`src/sv/spmd_pkg.sv`:
```
`timescale 1ns / 1ps

package spmd_pkg;

    typedef enum logic [1:0] {
        FUNC_CLEAR  = 2'd0,
        FUNC_INSERT = 2'd1,
        FUNC_READ   = 2'd2,
        FUNC_IGNORE = 2'd3
    } func_t;

    typedef enum logic [2:0] {
        ST_INSERTED = 3'd0,
        ST_DUP      = 3'd1,
        ST_FULL     = 3'd2,
        ST_CLEARED  = 3'd3,
        ST_ENTRY    = 3'd4,
        ST_EMPTY    = 3'd5
    } status_t;

    typedef logic [4:0] fill_t;

    typedef struct packed {
        func_t       func;
        logic [7:0]  term_index;
        logic [3:0]  num_errors;
        logic        special;
    } in_item_t;

    typedef struct packed {
        status_t     status;
        logic [7:0]  out_term_index;
        logic [3:0]  out_num_errors;
        logic        out_special;
        fill_t       fill;
        logic        last;
    } out_item_t;

    typedef struct packed {
        logic [7:0]  term;
        logic [3:0]  errors;
        logic        special;
    } entry_t;

    typedef struct packed {
        logic        insert;
        logic        rotate;
        logic        mode;
    } cell_ctl_t;

endpackage

```
`src/sv/spmd_cell.sv`:
```
`timescale 1ns / 1ps

module spmd_cell (
    input  logic                aclk,
    input  spmd_pkg::cell_ctl_t ctl,
    input  spmd_pkg::entry_t    new_entry,
    input  spmd_pkg::entry_t    prev_entry,
    input  spmd_pkg::entry_t    next_entry,
    input  spmd_pkg::entry_t    wrap_entry,
    input  logic                occupied,
    input  logic                is_last,
    input  logic                stopped_in,
    output logic                stopped_out,
    output logic                dup,
    output spmd_pkg::entry_t    entry
);
    import spmd_pkg::*;

    entry_t entry_reg;
    entry_t entry_next;
    logic   ahead;
    logic   same;
    logic   at;

    always_comb begin
        ahead = (new_entry.errors < entry_reg.errors) ||
                ((new_entry.errors == entry_reg.errors) &&
                 ((new_entry.term < entry_reg.term) ||
                  (ctl.mode && (new_entry.term == entry_reg.term) &&
                   !new_entry.special && entry_reg.special)));
        same = (new_entry.term == entry_reg.term) &&
               (new_entry.errors == entry_reg.errors) &&
               (!ctl.mode || (new_entry.special == entry_reg.special));
    end

    assign at          = !stopped_in && !(occupied && ahead);
    assign stopped_out = stopped_in || at;
    assign dup         = at && occupied && same;
    assign entry       = entry_reg;

    always_comb begin
        entry_next = entry_reg;
        priority if (ctl.insert) begin
            if (at) begin
                entry_next = new_entry;
            end else if (stopped_in) begin
                entry_next = prev_entry;
            end
        end else if (ctl.rotate && occupied) begin
            entry_next = is_last ? wrap_entry : next_entry;
        end else begin
            entry_next = entry_reg;
        end
    end

    always_ff @(posedge aclk) begin
        entry_reg <= entry_next;
    end

endmodule

```
`src/sv/sorted_position_merge_dedup.sv`:
```
`timescale 1ns / 1ps
// clear, insert and empty read reply from a register; a read first enters S_READ
// all cells compare the new entry in parallel
// read out gives one entry per cycle from the front cell unless stalled; occupied cells rotate
// a read holds the input until its last entry; other items follow back to back unless stalled
// synchronous active-low reset empties the list and sets standard mode

module sorted_position_merge_dedup #(
    parameter int DEPTH = 16
) (
    input  logic                aclk,
    input  logic                aresetn,
    input  logic                cfg_wr_en,
    input  logic                cfg_wr_data,
    input  logic                s_valid,
    output logic                s_ready,
    input  spmd_pkg::in_item_t  s_data,
    output logic                m_valid,
    input  logic                m_ready,
    output spmd_pkg::out_item_t m_data
);
    import spmd_pkg::*;

    localparam int CNT_W = $clog2(DEPTH + 1);

    typedef enum logic {
        S_IDLE,
        S_READ
    } state_t;

    state_t            state_reg;
    logic [CNT_W-1:0]  count_reg;
    logic [CNT_W-1:0]  rd_idx_reg;
    logic              mode_reg;
    logic              m_valid_reg;
    out_item_t         m_data_reg;

    cell_ctl_t         ctl;
    entry_t            new_entry;
    entry_t            cell_entry [DEPTH];
    logic [DEPTH-1:0]  occupied;
    logic [DEPTH-1:0]  is_last;
    logic [DEPTH:0]    stopped;
    logic [DEPTH-1:0]  dup;
    logic              out_free;
    logic              accept;
    logic              dup_any;
    logic              full;
    logic              rd_last;
    logic [CNT_W-1:0]  count_plus;

    function automatic out_item_t status_item(status_t st, fill_t f);
        out_item_t r;
        r        = '0;
        r.status = st;
        r.fill   = f;
        r.last   = 1'b1;
        return r;
    endfunction

    function automatic out_item_t entry_item(entry_t e, fill_t f, logic lst);
        out_item_t r;
        r                = '0;
        r.status         = ST_ENTRY;
        r.out_term_index = e.term;
        r.out_num_errors = e.errors;
        r.out_special    = e.special;
        r.fill           = f;
        r.last           = lst;
        return r;
    endfunction

    assign out_free  = !m_valid_reg || m_ready;
    assign s_ready   = (state_reg == S_IDLE) && out_free;
    assign accept    = s_valid && s_ready;
    assign m_valid   = m_valid_reg;
    assign m_data    = m_data_reg;
    assign dup_any   = |dup;
    assign full      = (count_reg == CNT_W'(DEPTH));
    assign rd_last   = (rd_idx_reg == count_reg - CNT_W'(1));
    assign count_plus = count_reg + CNT_W'(1);

    assign new_entry.term    = s_data.term_index;
    assign new_entry.errors  = s_data.num_errors;
    assign new_entry.special = s_data.special;

    assign ctl.insert = accept && (s_data.func == FUNC_INSERT) && !dup_any && !full;
    assign ctl.rotate = (state_reg == S_READ) && out_free;
    assign ctl.mode   = mode_reg;

    assign stopped[0] = 1'b0;

    for (genvar k = 0; k < DEPTH; k++) begin : g_cell
        assign occupied[k] = CNT_W'(k) < count_reg;
        assign is_last[k]  = CNT_W'(k + 1) == count_reg;

        spmd_cell u_cell (
            .aclk        (aclk),
            .ctl         (ctl),
            .new_entry   (new_entry),
            .prev_entry  ((k == 0) ? new_entry : cell_entry[(k == 0) ? 0 : k - 1]),
            .next_entry  ((k == DEPTH - 1) ? cell_entry[0]
                                           : cell_entry[(k == DEPTH - 1) ? 0 : k + 1]),
            .wrap_entry  (cell_entry[0]),
            .occupied    (occupied[k]),
            .is_last     (is_last[k]),
            .stopped_in  (stopped[k]),
            .stopped_out (stopped[k+1]),
            .dup         (dup[k]),
            .entry       (cell_entry[k])
        );
    end

    always_ff @(posedge aclk) begin
        if (!aresetn) begin
            state_reg   <= S_IDLE;
            count_reg   <= '0;
            rd_idx_reg  <= '0;
            mode_reg    <= 1'b0;
            m_valid_reg <= 1'b0;
        end else begin
            if (cfg_wr_en) begin
                mode_reg <= cfg_wr_data;
            end
            unique case (state_reg)
                S_IDLE: begin
                    if (accept) begin
                        unique case (s_data.func)
                            FUNC_CLEAR: begin
                                count_reg   <= '0;
                                m_valid_reg <= 1'b1;
                                m_data_reg  <= status_item(ST_CLEARED, '0);
                            end
                            FUNC_INSERT: begin
                                m_valid_reg <= 1'b1;
                                priority if (dup_any) begin
                                    m_data_reg <= status_item(ST_DUP, fill_t'(count_reg));
                                end else if (full) begin
                                    m_data_reg <= status_item(ST_FULL, fill_t'(count_reg));
                                end else begin
                                    m_data_reg <= status_item(ST_INSERTED,
                                                              fill_t'(count_plus));
                                    count_reg  <= count_plus;
                                end
                            end
                            FUNC_READ: begin
                                if (count_reg == '0) begin
                                    m_valid_reg <= 1'b1;
                                    m_data_reg  <= status_item(ST_EMPTY, '0);
                                end else begin
                                    m_valid_reg <= 1'b0;
                                    state_reg   <= S_READ;
                                    rd_idx_reg  <= '0;
                                end
                            end
                            FUNC_IGNORE: begin
                                m_valid_reg <= 1'b0;
                            end
                            default: begin
                                m_valid_reg <= 1'b0;
                            end
                        endcase
                    end else if (m_ready) begin
                        m_valid_reg <= 1'b0;
                    end
                end
                S_READ: begin
                    if (out_free) begin
                        m_valid_reg <= 1'b1;
                        m_data_reg  <= entry_item(cell_entry[0], fill_t'(count_reg), rd_last);
                        rd_idx_reg  <= rd_idx_reg + CNT_W'(1);
                        if (rd_last) begin
                            state_reg <= S_IDLE;
                        end
                    end
                end
                default: begin
                    state_reg <= S_IDLE;
                end
            endcase
        end
    end

    property p_count_bound;
        @(posedge aclk) disable iff (!aresetn)
        count_reg <= CNT_W'(DEPTH);
    endproperty
    a_count_bound: assert property (p_count_bound)
        else $error("list count above depth");

    property p_refused_keeps_count;
        @(posedge aclk) disable iff (!aresetn)
        (accept && (s_data.func == FUNC_INSERT) && (dup_any || full))
            |=> $stable(count_reg);
    endproperty
    a_refused_keeps_count: assert property (p_refused_keeps_count)
        else $error("refused insert changed the count");

    property p_clear_empties;
        @(posedge aclk) disable iff (!aresetn)
        (accept && (s_data.func == FUNC_CLEAR)) |=> (count_reg == '0);
    endproperty
    a_clear_empties: assert property (p_clear_empties)
        else $error("clear left entries");

    property p_read_no_accept;
        @(posedge aclk) disable iff (!aresetn)
        (state_reg == S_READ) |-> !s_ready && !ctl.insert;
    endproperty
    a_read_no_accept: assert property (p_read_no_accept)
        else $error("item taken during read out");

endmodule
```
`config.mk`:
```
export PLATFORM = sky130hd
export DESIGN_NAME = sorted_position_merge_dedup
export DESIGN_NICKNAME = d
export VERILOG_FILES = /design/src/sv/spmd_pkg.sv /design/src/sv/spmd_cell.sv /design/src/sv/sorted_position_merge_dedup.sv
export SDC_FILE = /design/constraint.sdc
export NUM_CORES = 1
export LEC_CHECK = 0
export BUFFER_PORTS_ARGS = -buffer_cell sky130_fd_sc_hd__buf_2
export CORE_MARGIN = 8
export CORE_UTILIZATION = 37
export CTS_BUF_LIST = sky130_fd_sc_hd__clkbuf_8
export CTS_CLUSTER_DIAMETER = 30
export CTS_CLUSTER_SIZE = 20
export DETAILED_ROUTE_END_ITERATION = 12
export HOLD_SLACK_MARGIN = 0.06
export PLACE_DENSITY = 0.56
export SYNTH_ARGS = -nofsm -noshare
export SYNTH_HDL_FRONTEND = slang
export SYNTH_SLANG_ARGS = --single-unit
```
`constraint.sdc`:
```
create_clock -name aclk -period 9 [get_ports aclk]
set_input_delay 1.35 -clock aclk [delete_from_list [all_inputs] [get_ports aclk]]
set_output_delay 1.35 -clock aclk [all_outputs]
set_load 0.1 [all_outputs]
```
=== Word-level counts from Yosys, hierarchy flattened ===
Index checks and enable logic that the tools add are counted.
W data, S select, Z words.

* Reductions and logical operators: 320
* Equal/unequal tests: 94
* Add/subtract/negate cells: 3
* Bitwise logic cells: 1
* Magnitude comparators: 48
* Muxes and demuxes: 105

{| class="wikitable"
|+ Operators by type and width
! operator !! count
|-
| $mux W13 || 78
|-
| $logic_and A1 B1 Y1 || 181
|-
| $eq A8 B8 Y1 || 16
|-
| $lt A8 B8 Y1 || 16
|-
| $mux W22 || 3
|-
| $pmux W22 S3 || 1
|-
| $eq A4 B4 Y1 || 16
|-
| $lt A4 B4 Y1 || 16
|-
| $logic_or A1 B1 Y1 || 63
|-
| $pmux W22 S2 || 1
|-
| $mux W21 || 2
|-
| $ne A3 B1 Y1 const B || 14
|-
| $eq A4 B5 Y1 const A || 8
|-
| $lt A4 B5 Y1 const A || 8
|-
| $logic_not A1 Y1 || 35
|-
| $reduce_bool A2 Y1 || 17
|-
| $reduce_and A2 Y1 || 16
|-
| $mux W5 || 6
|-
| $eq A3 B5 Y1 const A || 4
|-
| $lt A3 B5 Y1 const A || 4
|-
| $pmux W5 S2 || 2
|-
| $eq A1 B1 Y1 || 16
|-
| $reduce_or A16 Y1 || 1
|-
| $ne A2 B2 Y1 const B || 6
|-
| 24 further kinds || 41
|}

* Bits of input ports: 21
* Logic and storage cells: 630
* Flip-flop bits (word level): 243

=== Depth between registers and ports, before layout ===
* Word-level depth: 60
* Mapped depth: 16

=== Modules after synthesis ===
A second synthesis with hierarchy kept.

* Cell total of the unflattened synthesis: 2284
* Area, all modules: 22571.6 µm²

{| class="wikitable"
|+ Modules (own cells, without submodules)
! module !! sequential area each (µm²) !! area each (µm²) !! times used !! cells each
|-
| spmd_cell (g_cell[0].u_cell ...) || 390.4 || 1261.2 || 14 || 126
|-
| spmd_cell (g_cell[8].u_cell ...) || 390.4 || 1316.3 || 2 || 136
|-
| sorted_position_merge_dedup || 920.9 || 2282.2 || 1 || 248
|}

=== Worst setup path before layout ===
Ideal clock, no wire load.

* Kind: in2reg
* From: input port s_data[1] (netlist bit)
* To: register g_cell[11].u_cell.entry_reg, in the netlist g_cell[11].u_cell.entry[0], enable pin
* Buffers on the path: 3
* Path slack: 3.657 ns
* Arrival: 4.955 ns
* Required time: 8.612 ns
* Stages: 14
* Cells stage by stage: inv_1 > ha_1 > nand4_1 > a211o_1 > or2_2 > o2111ai_1 > mux2i_1 > a22o_1 > nor4_4 > nand4b_2 > buf_4 > buf_2 > buf_2 > o22ai_1

* Word-level cells in the longest chain between the ends: 56
* Elaborated cells between the ends (all ways): 210
* Classes of those cells: 16 x order compare; 17 x eq/ne; 177 x reduce/logical

{| class="wikitable"
|+ RTL lines
! item !! RTL line !! text
|-
| start, declared || sorted_position_merge_dedup.sv:17 || <nowiki>input spmd_pkg::in_item_t s_data,</nowiki>
|-
| branches (longest 55 deep; another with $lt A4 B4 Y1) || n/a ||
|-
| $reduce_and A2 Y1 (no line) (*) || n/a ||
|-
| end signal, assigned || spmd_cell.sv:57 || <nowiki>entry_reg <= entry_next;</nowiki>
|-
| end, declared || spmd_cell.sv:19 || <nowiki>entry_t entry_reg;</nowiki>
|}

Every way passes the cells marked *.
A chain may end at the register's enable or synchronous reset.

=== Worst setup path in the final report ===
* From: input port s_data[3] (netlist bit)
* To: register g_cell[12].u_cell.entry_reg, in the netlist g_cell[12].u_cell.entry[9], enable pin

* Word-level cells in the longest chain between the ends: 56
* Elaborated cells between the ends (all ways): 210
* Classes of those cells: 16 x order compare; 17 x eq/ne; 177 x reduce/logical

{| class="wikitable"
|+ RTL lines
! item !! RTL line
|-
| branches (longest 55 deep; another with $lt A4 B4 Y1) || n/a
|-
| $reduce_and A2 Y1 (no line) (*) || n/a
|-
| end signal, assigned || spmd_cell.sv:57
|-
| end, declared || spmd_cell.sv:19
|}

Marks and branches as above.

==> results.cfg <==
[synthesis]
synth_edf_count = 230
ys_warn_count = 0
synth_top_cell_by_area = edfxtp_1
yosysTopAreaCellShare = 0.344
syn_nets = 2448
syn_avg_cell_area_um2 = 9.03
synth.cell_area_um2 = 20100
async_flop_share = 0
ys.flop_type = edfxtp_1
ys_types = 77
synth_cells = 2225
synth_seq_cells = 243
synth_area_leaders = edfxtp_1 (34%), ha_1 (13%), mux2i_1 (9.7%)
ys_seq_area_frac = 0.357

[floorplanning]
dieWidth_um = 249
core-area_um2 = 53700
io_pins = 45
die_area_um2 = 62000
rows = 85
initial_core_util = 0.374
dieHeight_um = 249

[min_path]
min_from = rd_idx_reg[1]$_SDFFE_PN0P_
hp-class = reg -> reg
whs_path_depth = 2
hold_path_end = rd_idx_reg[1]$_SDFFE_PN0P_

[cts]
clockRootBuffer = clkbuf_8
cts_hold_buf = 0
clk_pin_slew_ps = 50
cts_sinks = 243
cts-buffers-inserted = 73
cts_setup_buffers = 0
cts_tree = done
clock_latency_ps = 670
postCtsResizedCells = 0
clock_path_buffers = 3
cts_max_level = 3

[final_layout]
drive_above_1_share = 0.125
fillers = 5233
syn2layout_area_growth_pct = 12.0
utilization = 0.419
diodes = 0
finalNetCount = 2479
largest_register_ff_count = 208

[routing]
ant_nets = 0
routed_wl_um = 72000
wire_per_inst_um = 23.9
drc = 0
firstDrtPassIters = 7
vias_per_cell = 5.88
vias = 17700
drt_iter0_drc = 1634

[placed_design]
dp_hpwl_um = 50900
port_buffers = 44
pre_cts_ws_ps = 1890
gp_congestion = 0.909

[global_route]
track_usage = 0.224
first_global_vias = 17500
grt.overflow.total = 0
grt_pass1_wl_um = 108000
grt_start_max_net_pins = 159
antenna_found_initial = 0

[sta]
fmax_mhz = 157
fin_skew_ps = 46.5
fin_tns_setup_ps = 0
rsz0062_at_grt = no
period_minus_slack_ps = 6370
holdWs_ps = 531
min_period_over_period = 0.707
worstMarginPinSlew_ps = 1370
slew_violations = 0
slew_headroom = 0.0843
layout_setup_ws_ps = 2630
hold_viol_final = 0
setup_viol = 0

[pwr]
p_sw_uw = 1050
ir_drop_uv = 106
power_density_nw_per_um2 = 151
switching_share = 0.308
p_leak_uw = 0.00954
combPwrFrac = 0.146
p_clk_frac = 0.459
power_frac_seq = 0.395
p_int_uw = 2350
p_total_uw = 3400

[outcome]
status = complete, no violations

[critical_path]
startpoint_type = input port
critPathTopFamily = compound AO/OA/AOI/OAI gates
timing.critical_path.buf_inv = 3
slowest_stage = a2111oi_0
cp_data_arrival_time_ps = 6610
slowest_delay_ps = 760
cp-end-kind = flip-flop
timing.rr.end = g_cell[12].u_cell.entry[9]$_DFFE_PP_
required_ps = 9250
worstSetupPathType = in -> reg
reg2reg_depth = 14
crit_fanout = 158
r2r_start = g_cell[0].u_cell.entry[9]$_DFFE_PP_
worstPathCellList = buf_2 -> buf_4 -> ha_1 -> nand4_1 -> a2111oi_0 -> nand2_1 -> a41oi_1 -> a2111oi_2 -> nor4_4 -> nand4b_4 -> buf_12 -> a21o_1 -> o21ai_1
reg2reg_slack_ps = 2970

[job]
drv_cap = 0
[Yosys cell counts (43+ instances only)]
master and number:
nand2_1 303, o21ai_0 259, edfxtp_1 230, ha_1 202
mux2i_1 195, inv_1 180, a21oi_1 113, clkbuf_1 92
nor2_1 78, nand4_1 52, mux2_2 48, buf_2 43
[layout by cell type (no fill, tap or decap), drive strengths merged, types with 6 or more instances in the layout]
cell / n
a2111oi: 10
a211oi: 38
a21o: 9
a21oi: 113
a31oi: 7
and2: 26
and3: 12
buf: 103
clkbuf: 75
clkinv: 36
dfxtp: 13
edfxtp: 230
ha: 202
inv: 194
mux2: 48
mux2i: 195
nand2: 303
nand2b: 22
nand3: 31
nand4: 52
nor2: 78
nor2b: 35
nor3: 25
nor4: 15
o2111ai: 6
o211ai: 25
o21a: 11
o21ai: 269
o221a: 13
o22ai: 18
or2: 8
or3: 7
xor2: 20
[worst max path at each step]
stage	from	endpoint	slack, ps	cells after the start
3_3_place_gp	s_data[3]	g_cell[12].u_cell.entry[6]$_DFFE_PP_	1990	13
2_1_floorplan	s_data[1]	g_cell[11].u_cell.entry[0]$_DFFE_PP_	3660	14
3_5_place_dp	s_data[3]	g_cell[12].u_cell.entry[6]$_DFFE_PP_	1890	13
4_1_cts	s_data[3]	g_cell[12].u_cell.entry[6]$_DFFE_PP_	2570	13
6_report	s_data[3]	g_cell[12].u_cell.entry[9]$_DFFE_PP_	2630	13
5_1_grt	s_data[3]	g_cell[12].u_cell.entry[9]$_DFFE_PP_	2100	13
[per-stage QoR]
| stage | instance area, um2 | cells |
|---|---|---|
| finish | 22500 | 3009 |
| floorplan | 20100 | 2225 |
| detailed placement | 21100 | 2877 |
| global route | 22500 | 3009 |
| CTS | 22500 | 3009 |
| global placement | 21100 | 2877 |
[layout make-up]
type,count,area (um2),share of cell area
inverters,180,676,0.0300
repair buffers,103,713,0.0317
clock inverters,57,407,0.0181
flip-flops and latches,243,7170,0.319
well taps,696,871,0.0387
clock buffers,75,1030,0.0459
multi-input cells,1655,11600,0.517
[worst min-delay path, cell delays in order (launching register included)]
cell and delay [ps]:
dfxtp_1 350, nand3_1 80, a21oi_1 60
[metal layers]
layer,GRT usage,up-vias,share of wire
met5,0,-,0
met4,0.108,0,0.051
met3,0.0446,174,0.073
met2,0.355,739,0.45
met1,0.291,8578,0.43
li1,-,8193,-
[logic make-up after synthesis]
kind of cell / after synthesis / synth area share
xor gates and xnor gates: 24 / 0.0105
muxes: 243 / 0.124
adders and majority gates: 202 / 0.126
buffers and inverters: 327 / 0.0653
and+or+nand+nor: 626 / 0.148
DFF: 243 / 0.357
AOI/OAI and AO/OA: 560 / 0.169
[power by group through the flow]
stage | sequential (uW) | combinational (uW) | clock, uW
finish | 1340 | 496 | 1560
global route | 1340 | 540 | 1650
CTS | 1340 | 490 | 1590
global placement | 1360 | 475 | 0
floorplan | 1390 | 286 | 0
detailed placement | 1360 | 488 | 0
No activity file was read; power rests on OpenSTA's default activity.
